--- config.mk ---
export PLATFORM = sky130hd
export DESIGN_NAME = cdf_table_bin_search_flat
export DESIGN_NICKNAME = d
export VERILOG_FILES = /design/src/design/cdfbs_pkg.sv /design/src/design/cdfbs_ifs.sv /design/src/design/cdfbs_ram.sv /design/src/design/cdfbs_row_cmp.sv /design/src/design/cdf_table_bin_search.sv /design/src/flat_wrapper.sv
export VERILOG_INCLUDE_DIRS = /design/src /design/src/design
export SDC_FILE = /design/constraint.sdc
export NUM_CORES = 2
export LEC_CHECK = 0
export BUFFER_PORTS_ARGS = -buffer_cell sky130_fd_sc_hd__buf_2
export CORE_ASPECT_RATIO = 1.75
export CORE_MARGIN = 1
export CORE_UTILIZATION = 46
export CTS_CLUSTER_DIAMETER = 200
export DETAILED_ROUTE_END_ITERATION = 7
export GPL_ROUTABILITY_DRIVEN = 0
export GPL_TIMING_DRIVEN = 0
export SYNTH_ARGS = -nofsm -noshare
export SYNTH_HDL_FRONTEND = slang
export SYNTH_SLANG_ARGS = --single-unit
--- constraint.sdc ---
create_clock -name clk -period 8.8 [get_ports clk]
set_clock_uncertainty 0.1 [all_clocks]
set_input_delay 0.44 -clock clk [delete_from_list [all_inputs] [get_ports clk]]
set_output_delay 0.44 -clock clk [all_outputs]
set_load 0.05 [all_outputs]
--- src/design/cdf_table_bin_search_defines.svh ---
// assertion macros for the inverse-cdf bin search block
// used by the top level only; needs nothing else
`ifndef CDF_TABLE_BIN_SEARCH_DEFINES_SVH
`define CDF_TABLE_BIN_SEARCH_DEFINES_SVH

// implication checked in the same cycle
`define CDFBS_ASSERT_NOW(label, clk, rst_n, ante, cons) \
	label: assert property (@(posedge clk) disable iff (!(rst_n)) (ante) |-> (cons)) \
		else $error("cdfbs: same-cycle check failed");

// implication checked in the next cycle
`define CDFBS_ASSERT_NEXT(label, clk, rst_n, ante, cons) \
	label: assert property (@(posedge clk) disable iff (!(rst_n)) (ante) |=> (cons)) \
		else $error("cdfbs: next-cycle check failed");

`endif

--- src/design/cdfbs_pkg.sv ---
// shared types and constants of the inverse-cdf bin search block
// no dependencies; imported by the interfaces, the compare unit and the top level
`default_nettype none

package cdfbs_pkg;

	localparam int VAL_W       = 17;
	localparam int IDX_W       = 6;
	localparam int CNT_W       = 7;
	localparam int TABLE_DEPTH = 64;
	localparam int LANES       = 8;
	localparam int LANE_W      = $clog2(LANES);
	localparam int ROWS        = TABLE_DEPTH / LANES;
	localparam int ROW_W       = $clog2(ROWS);

	localparam logic FUNC_WRITE  = 1'b0;
	localparam logic FUNC_LOOKUP = 1'b1;

	typedef enum logic [3:0] {
		ST_IDLE = 4'b0001,
		ST_LAST = 4'b0010,
		ST_SCAN = 4'b0100,
		ST_OUT  = 4'b1000
	} state_t;

	// outcome of comparing one table row against the threshold
	typedef struct packed {
		logic              hit;
		logic [LANE_W-1:0] lane;
	} cmp_res_t;

endpackage

`default_nettype wire

--- src/design/cdfbs_ifs.sv ---
// valid/ready channel interfaces for the input items and the results
// depends on cdfbs_pkg
`default_nettype none

interface cdfbs_in_if import cdfbs_pkg::*; ();
	logic             valid;
	logic             ready;
	logic             func;
	logic [IDX_W-1:0] entry_index;
	logic [VAL_W-1:0] entry_value;
	logic [VAL_W-1:0] probe;

	modport source (output valid, func, entry_index, entry_value, probe, input ready);
	modport sink (input valid, func, entry_index, entry_value, probe, output ready);
endinterface

interface cdfbs_out_if import cdfbs_pkg::*; ();
	logic             valid;
	logic             ready;
	logic [CNT_W-1:0] bin_index;
	logic             above_all;

	modport source (output valid, bin_index, above_all, input ready);
	modport sink (input valid, bin_index, above_all, output ready);
endinterface

`default_nettype wire

--- src/design/cdfbs_ram.sv ---
// generic single-write, single-read ram with registered read data
// no dependencies
`default_nettype none

module cdfbs_ram #(
	parameter int WIDTH = 17,
	parameter int DEPTH = 8
) (
	input  wire logic                     clk,
	input  wire logic                     we,
	input  wire logic [$clog2(DEPTH)-1:0] waddr,
	input  wire logic [WIDTH-1:0]         wdata,
	input  wire logic [$clog2(DEPTH)-1:0] raddr,
	output logic      [WIDTH-1:0]         rdata
);

	logic [WIDTH-1:0] mem_q [DEPTH];

	always_ff @(posedge clk) begin
		if (we) begin
			mem_q[waddr] <= wdata;
		end
		rdata <= mem_q[raddr];
	end

endmodule

`default_nettype wire

--- src/design/cdfbs_row_cmp.sv ---
// compare unit: checks one row of table entries against a threshold
// and returns the lowest lane in use whose entry is at least it; uses cdfbs_pkg
`default_nettype none

module cdfbs_row_cmp import cdfbs_pkg::*; (
	input  wire logic [VAL_W-1:0] row_data [LANES],
	input  wire logic [VAL_W-1:0] thr,
	input  wire logic [ROW_W-1:0] row,
	input  wire logic [IDX_W-1:0] last_idx,
	output cmp_res_t              res
);

	logic [LANES-1:0] mask;

	always_comb begin
		for (int i = 0; i < LANES; i++) begin
			mask[i] = (row_data[i] >= thr) && ({row, LANE_W'(i)} <= last_idx);
		end
	end

	always_comb begin
		res.hit  = |mask;
		res.lane = '0;
		// lowest set lane wins
		for (int i = LANES - 1; i >= 0; i--) begin
			if (mask[i]) begin
				res.lane = LANE_W'(i);
			end
		end
	end

endmodule

`default_nettype wire

--- src/design/cdf_table_bin_search.sv ---
// Inverse-cdf bin search over a cumulative Q1.16 table of up to 64 entries.
// Input channel "item": func selects a table write (entry_index, entry_value)
// or a lookup (probe). Output channel "result": bin_index and above_all, one
// transfer per lookup, none per write. cfg_we/cfg_data set entry_count.
// The table sits in 8 banks of 8 rows; one shared 8-lane compare unit checks
// a whole row per cycle, lowest row first.
// Sequence: a write is taken while idle and the block stays ready for the
// next item. A lookup first reads the row holding the last entry in use
// (state LAST), then, unless the probe is above that entry, scans rows from
// the lowest (state SCAN) until a hit or the last row in use, then loads the
// output register (state OUT) once it is free or being taken, and returns to
// idle; the input is not ready for the next item until then.
// The output register frees the input side: a new item is accepted while a
// result waits; a stalled receiver holds the block only if a second result
// is finished before the first is taken.
// Reset clears control and sets entry_count to 1; table contents are
// undefined until written.
`include "cdf_table_bin_search_defines.svh"
`default_nettype none

module cdf_table_bin_search import cdfbs_pkg::*; (
	input  wire logic             clk,
	input  wire logic             arst_n,
	input  wire logic             cfg_we,
	input  wire logic [CNT_W-1:0] cfg_data,
	cdfbs_in_if.sink              item,
	cdfbs_out_if.source           result
);

	state_t           state_q, state_d;
	logic [CNT_W-1:0] count_q;
	logic [CNT_W-1:0] n_q, n_d;
	logic [IDX_W-1:0] last_idx_q;
	logic [ROW_W-1:0] last_row_q;
	logic [VAL_W-1:0] probe_q;
	logic [ROW_W-1:0] row_q;
	logic [CNT_W-1:0] bin_q;
	logic             above_q;
	logic             out_vld_q;
	logic [CNT_W-1:0] out_bin_q;
	logic             out_above_q;

	logic             in_xfer;
	logic             wr_en;
	logic             lookup_go;
	logic [IDX_W-1:0] last_idx_d;
	logic [ROW_W-1:0] rd_addr;
	logic [VAL_W-1:0] rd_data [LANES];
	logic [VAL_W-1:0] thr;
	logic             above_now;
	logic             out_load;
	cmp_res_t         cmp;

	assign item.ready = (state_q == ST_IDLE);
	assign in_xfer    = item.valid && item.ready;
	assign wr_en      = in_xfer && (item.func == FUNC_WRITE);
	assign lookup_go  = in_xfer && (item.func == FUNC_LOOKUP);

	// effective count, clamped to 1 .. depth
	always_comb begin
		if (count_q == '0) begin
			n_d = CNT_W'(1);
		end else if (count_q > CNT_W'(TABLE_DEPTH)) begin
			n_d = CNT_W'(TABLE_DEPTH);
		end else begin
			n_d = count_q;
		end
	end
	assign last_idx_d = IDX_W'(n_d - CNT_W'(1));

	// zero probe looks for the first entry above zero
	assign thr       = (probe_q == '0) ? VAL_W'(1) : probe_q;
	assign above_now = probe_q > rd_data[last_idx_q[LANE_W-1:0]];

	always_comb begin
		unique case (state_q)
			ST_IDLE: rd_addr = last_idx_d[IDX_W-1:LANE_W];
			ST_LAST: rd_addr = '0;
			ST_SCAN: rd_addr = row_q + ROW_W'(1);
			ST_OUT:  rd_addr = '0;
			default: rd_addr = '0;
		endcase
	end

	for (genvar b = 0; b < LANES; b++) begin : g_bank
		cdfbs_ram #(
			.WIDTH(VAL_W),
			.DEPTH(ROWS)
		) u_bank (
			.clk  (clk),
			.we   (wr_en && (item.entry_index[LANE_W-1:0] == LANE_W'(b))),
			.waddr(item.entry_index[IDX_W-1:LANE_W]),
			.wdata(item.entry_value),
			.raddr(rd_addr),
			.rdata(rd_data[b])
		);
	end

	cdfbs_row_cmp u_cmp (
		.row_data(rd_data),
		.thr     (thr),
		.row     (row_q),
		.last_idx(last_idx_q),
		.res     (cmp)
	);

	assign out_load = (state_q == ST_OUT) && (!out_vld_q || result.ready);

	always_comb begin
		state_d = state_q;
		unique case (state_q)
			ST_IDLE: begin
				if (lookup_go) begin
					state_d = ST_LAST;
				end
			end
			ST_LAST: begin
				state_d = above_now ? ST_OUT : ST_SCAN;
			end
			ST_SCAN: begin
				if (cmp.hit || (row_q == last_row_q)) begin
					state_d = ST_OUT;
				end
			end
			ST_OUT: begin
				if (out_load) begin
					state_d = ST_IDLE;
				end
			end
			default: state_d = ST_IDLE;
		endcase
	end

	always_ff @(posedge clk or negedge arst_n) begin
		if (!arst_n) begin
			state_q   <= ST_IDLE;
			count_q   <= CNT_W'(1);
			out_vld_q <= 1'b0;
		end else begin
			state_q <= state_d;
			if (cfg_we) begin
				count_q <= cfg_data;
			end
			if (out_load) begin
				out_vld_q <= 1'b1;
			end else if (result.ready) begin
				out_vld_q <= 1'b0;
			end
		end
	end

	always_ff @(posedge clk) begin
		if (lookup_go) begin
			n_q        <= n_d;
			last_idx_q <= last_idx_d;
			last_row_q <= last_idx_d[IDX_W-1:LANE_W];
			probe_q    <= item.probe;
		end
		if (state_q == ST_LAST) begin
			row_q   <= '0;
			bin_q   <= n_q;
			above_q <= above_now;
		end
		if (state_q == ST_SCAN) begin
			row_q <= row_q + ROW_W'(1);
			if (cmp.hit) begin
				bin_q <= CNT_W'({row_q, cmp.lane});
			end
		end
		if (out_load) begin
			out_bin_q   <= bin_q;
			out_above_q <= above_q;
		end
	end

	assign result.valid     = out_vld_q;
	assign result.bin_index = out_bin_q;
	assign result.above_all = out_above_q;

	`CDFBS_ASSERT_NEXT(a_out_loaded, clk, arst_n, out_load, result.valid)
	`CDFBS_ASSERT_NOW(a_above_bin, clk, arst_n, (state_q == ST_OUT) && above_q, bin_q == n_q)
	`CDFBS_ASSERT_NOW(a_scan_row, clk, arst_n, state_q == ST_SCAN, row_q <= last_row_q)

endmodule

`default_nettype wire
--- src/flat_wrapper.sv ---
// flat-port wrapper written by rule: the top's interface ports become plain ports
module cdf_table_bin_search_flat import cdfbs_pkg::*;
  (clk, arst_n, cfg_we, cfg_data, item_valid, item_func, item_entry_index, item_entry_value, item_probe, item_ready, result_valid, result_bin_index, result_above_all, result_ready);
  cdfbs_in_if item_i ();
  cdfbs_out_if result_i ();
  input  wire logic clk;
  input  wire logic arst_n;
  input  wire logic cfg_we;
  input  wire logic [CNT_W-1:0] cfg_data;
  input wire logic [$bits(item_i.valid)-1:0] item_valid;
  input wire logic [$bits(item_i.func)-1:0] item_func;
  input wire logic [$bits(item_i.entry_index)-1:0] item_entry_index;
  input wire logic [$bits(item_i.entry_value)-1:0] item_entry_value;
  input wire logic [$bits(item_i.probe)-1:0] item_probe;
  output wire logic [$bits(item_i.ready)-1:0] item_ready;
  output wire logic [$bits(result_i.valid)-1:0] result_valid;
  output wire logic [$bits(result_i.bin_index)-1:0] result_bin_index;
  output wire logic [$bits(result_i.above_all)-1:0] result_above_all;
  input wire logic [$bits(result_i.ready)-1:0] result_ready;
  assign item_i.valid = item_valid;
  assign item_i.func = item_func;
  assign item_i.entry_index = item_entry_index;
  assign item_i.entry_value = item_entry_value;
  assign item_i.probe = item_probe;
  assign item_ready = item_i.ready;
  assign result_valid = result_i.valid;
  assign result_bin_index = result_i.bin_index;
  assign result_above_all = result_i.above_all;
  assign result_i.ready = result_ready;
  cdf_table_bin_search u_core (.clk(clk), .arst_n(arst_n), .cfg_we(cfg_we), .cfg_data(cfg_data), .item(item_i), .result(result_i));
endmodule
==> flow_metrics.tcl <==
set metrics [dict create \
    cts_buffers 111 \
    critPathMaxFanout 8 \
    die-area_mm2 0.1153 \
    critical_path.top_delay_family "compound AO/OA/AOI/OAI gates" \
    cts-root-buf "clkbuf_16" \
    tightest_slew_ps 1242 \
    crit_type "flip-flop to flip-flop" \
    cts-htree-levels 3 \
    fin_crit_sh_pct 55.84 \
    slew_violations 0 \
    ys_types 73 \
    crit_path_start_kind "flip-flop" \
    p_leak_nw 21.66 \
    critPathSlowestCell "nor4_1" \
    syn_area_mm2 0.05241 \
    end_kind "flip-flop" \
    grt.overflow.total 0 \
    fp.coreArea_mm2 0.1128 \
    avgViaCountPerCell 5.787 \
    ir_drop_v 0.0001716 \
    setup_slack_ps 3886 \
    finalWorstPathRequiredPeriod_ps 4914 \
    path_buf_inv 0 \
    wire_per_inst_um 27.81 \
    synth_warnings 0 \
    port-buffer-count 58 \
    slowest_delay_ps 760 \
    synthesis.nets 4158 \
    final_nets 4427 \
    antenna_found_initial 26 \
    crit_required_ps 9340 \
    grt_start_max_net_pins 65 \
    holdWs_ps 48.05 \
    fin_area_mm2 0.05998 \
    clkTransAtPathRegs_ps 70 \
    pre_cts_slack_ps 4054 \
    synth_edf_count 1130 \
    clk_latency_ps 760 \
    clock_path_buffers 3 \
    setup-violations-final 0 \
    cts_sinks 1285 \
    relSlewSlack_pct 17.18 \
    dp_hpwl_um 112300 \
    vias 33579 \
    die_x_um 257.2 \
    synthFlopType "edfxtp_1" \
    clock.fmax_ghz 0.2035 \
    initial_core_util_pct 46.47 \
    post-cts-setup-buffers 0 \
    fin_util_pct 53.18 \
    ioPinCount 63 \
    ys_ff_latch 1285 \
    postSynth.asyncResetShare_pct 0.9339 \
    yosysSeqAreaShare_pct 70.79 \
    track_usage_pct 28.01 \
    syn_avg_cell_area_um2 13.28 \
    rsz0062_at_grt "false" \
    layout-drive-gt1-share_pct 13.02 \
    arrival_ps 5450 \
    postCtsHoldBufs 31 \
    powerDensity_mw_per_mm2 270.3 \
    final_hold_viol_count 0 \
    place_area_mm2 0.05597 \
    fp-row-count 163 \
    drtAntennaViolNets 0 \
    grt_pass1_vias 33528 \
    cts_tree "built" \
    grt_pass1_wl_um 230000 \
    cap_viol_max_count 0 \
    wirelength_um 161400 \
    syn_inst 3946 \
    fin_tns_setup_ps 0 \
    firstDrtPassIters 6 \
    drt-initial-drc-count 3075 \
    drcViolationCount 0 \
    post_cts_resized 0 \
    status "complete, no violations" \
    layout-area-overhead-vs-synth_pct 14.44 \
    die_h_um 448.5 \
    hold_path.class "input pin to flip-flop" \
    cp_cell_sequence "nor4_1 -> a41o_1 -> ha_1 -> nand2b_1 -> a21o_1 -> a2111oi_0 -> o2111ai_1 -> a22oi_1 -> nand3b_1 -> o21ai_2 -> mux2_2" \
]
[registers in the layout, summed over array words and instances, names as in the netlist, 3 cells and up]
register	cells
u_core.g_bank.u_bank.mem_q	1088
u_core.g_bank.u_bank.rdata	136
u_core.probe_q	17
u_core.bin_q	7
u_core.count_q	7
u_core.n_q	7
u_core.result.bin_index	7
u_core.state_q	4
u_core.last_idx_q	3
u_core.last_row_q	3
u_core.row_q	3
[cells by family after synthesis]
kind of cell	after synthesis	synth area share, %
buffers and inverters	269	2.411
multiplexers	64	2.056
AO/OA/AOI/OAI	436	6.604
flip-flops	1285	70.79
AND/OR/NAND/NOR	1730	14.28
adder cells (fa/ha/maj)	159	3.796
XOR/XNOR	3	0.06447
[layout by cell type, fill, tap and decap left out, drive strengths merged, types with 6 or more instances in the layout]
cell,Yosys,routed
dfxtp,143,143
buf,150,275
a21oi,50,50
diode,0,7
dlygate4sd3,0,31
o21ai,29,29
and4,8,8
clkinv,0,32
nand4,16,16
mux2i,21,21
mux2,9,9
nor2b,15,15
and3,142,142
a311oi,136,136
inv,38,43
mux4,34,34
nor3,6,6
o21a,6,6
nand2b,6,6
nand3b,7,7
dfrtp,10,10
a21o,32,32
ha,159,159
clkbuf,81,245
nor2,91,91
nand2,1133,1133
a31oi,7,7
nand3,284,284
a31o,138,138
edfxtp,1130,1130
[stage by stage]
stage	total power, mW	instances
after floorplan	9.524	3946
after global placement	11.23	5489
after detailed placement	11.31	5556
after CTS	16.21	5795
after global routing	16.75	5797
final	16.21	5802
[where the power goes]
group          internal (mW)  leakage [nW]  switching (mW)
clock                   2.70          1.80            2.23
sequential              6.98          11.5           0.623
combinational           1.31          8.33            2.37
[metal layers]
layer	routed length [um]	global-route usage (%)	vias up
met5	110	0	-
met4	11820	18.65	18
met3	9757	4.776	450
met2	82480	48.90	1282
met1	57190	31.17	16680
li1	-	-	15149
[synthesized netlist by cell type, types with 3 or more instances]
library cell  count  share of area, %
a31oi_1           7             0.084
o21ai_0          28              0.27
nor4_1            5             0.060
a31o_1          130               2.2
and3_1          142               1.7
nand2_1        1133               8.1
or3_1             4             0.048
o21a_1            6             0.086
mux2i_1          21              0.40
nor3_1            6             0.057
buf_2           107               1.0
buf_6             4             0.086
buf_1            15              0.11
nand3b_1          7              0.10
nand3_1         284               2.7
clkbuf_1         81              0.58
mux4_2           34               1.5
a2111oi_0         3             0.050
dfxtp_1         143               5.5
a31o_2            8              0.13
buf_4            24              0.34
a21oi_1          49              0.47
and4_1            8              0.13
o211ai_1          5             0.072
o31ai_1           4             0.057
dfrtp_1          10              0.48
ha_1            159               3.8
a311oi_1        136               2.3
a21o_1           31              0.44
nor2_1           90              0.64
and2_1            3             0.036
nand4_1          16              0.19
nor2b_1          15              0.18
nand2b_1          6             0.072
inv_1            37              0.26
edfxtp_1       1130                65
mux2_2            9              0.19
[final timing paths]
| kind | from | slack (ps) | to | depth (start not counted) |
|---|---|---|---|---|
| worst max-delay path | u_core.probe_q[12] | 3890 | u_core.bin_q[4] | 11 |
| worst min-delay path | item_entry_value[14] | 50 | u_core.g_bank[4].u_bank.mem_q[4][14] | 1 |
| worst max register to register | u_core.probe_q[12] | 3890 | u_core.bin_q[4] | 11 |
| worst min register to register | u_core.above_q | 320 | u_core.result.above_all | 0 |
| max in group asynchronous | arst_n | 7450 | u_core.state_q[1] | 3 |
| min in group asynchronous | arst_n | 130 | u_core.count_q[0] | 2 |
[area by class of cell]
class / instances / area [um2]
antenna: 7 / 17.52
fill: 9242 / 52800
clock buffer: 164 / 3306
timing repair buffer: 156 / 1859
multi-input combinational: 2392 / 14210
tap: 1485 / 1858
buffer: 231 / 1121
sequential: 1285 / 37100
inverter: 38 / 142.6
clock inverter: 44 / 370.4
Note: power is estimated with default switching activity, not from simulation.
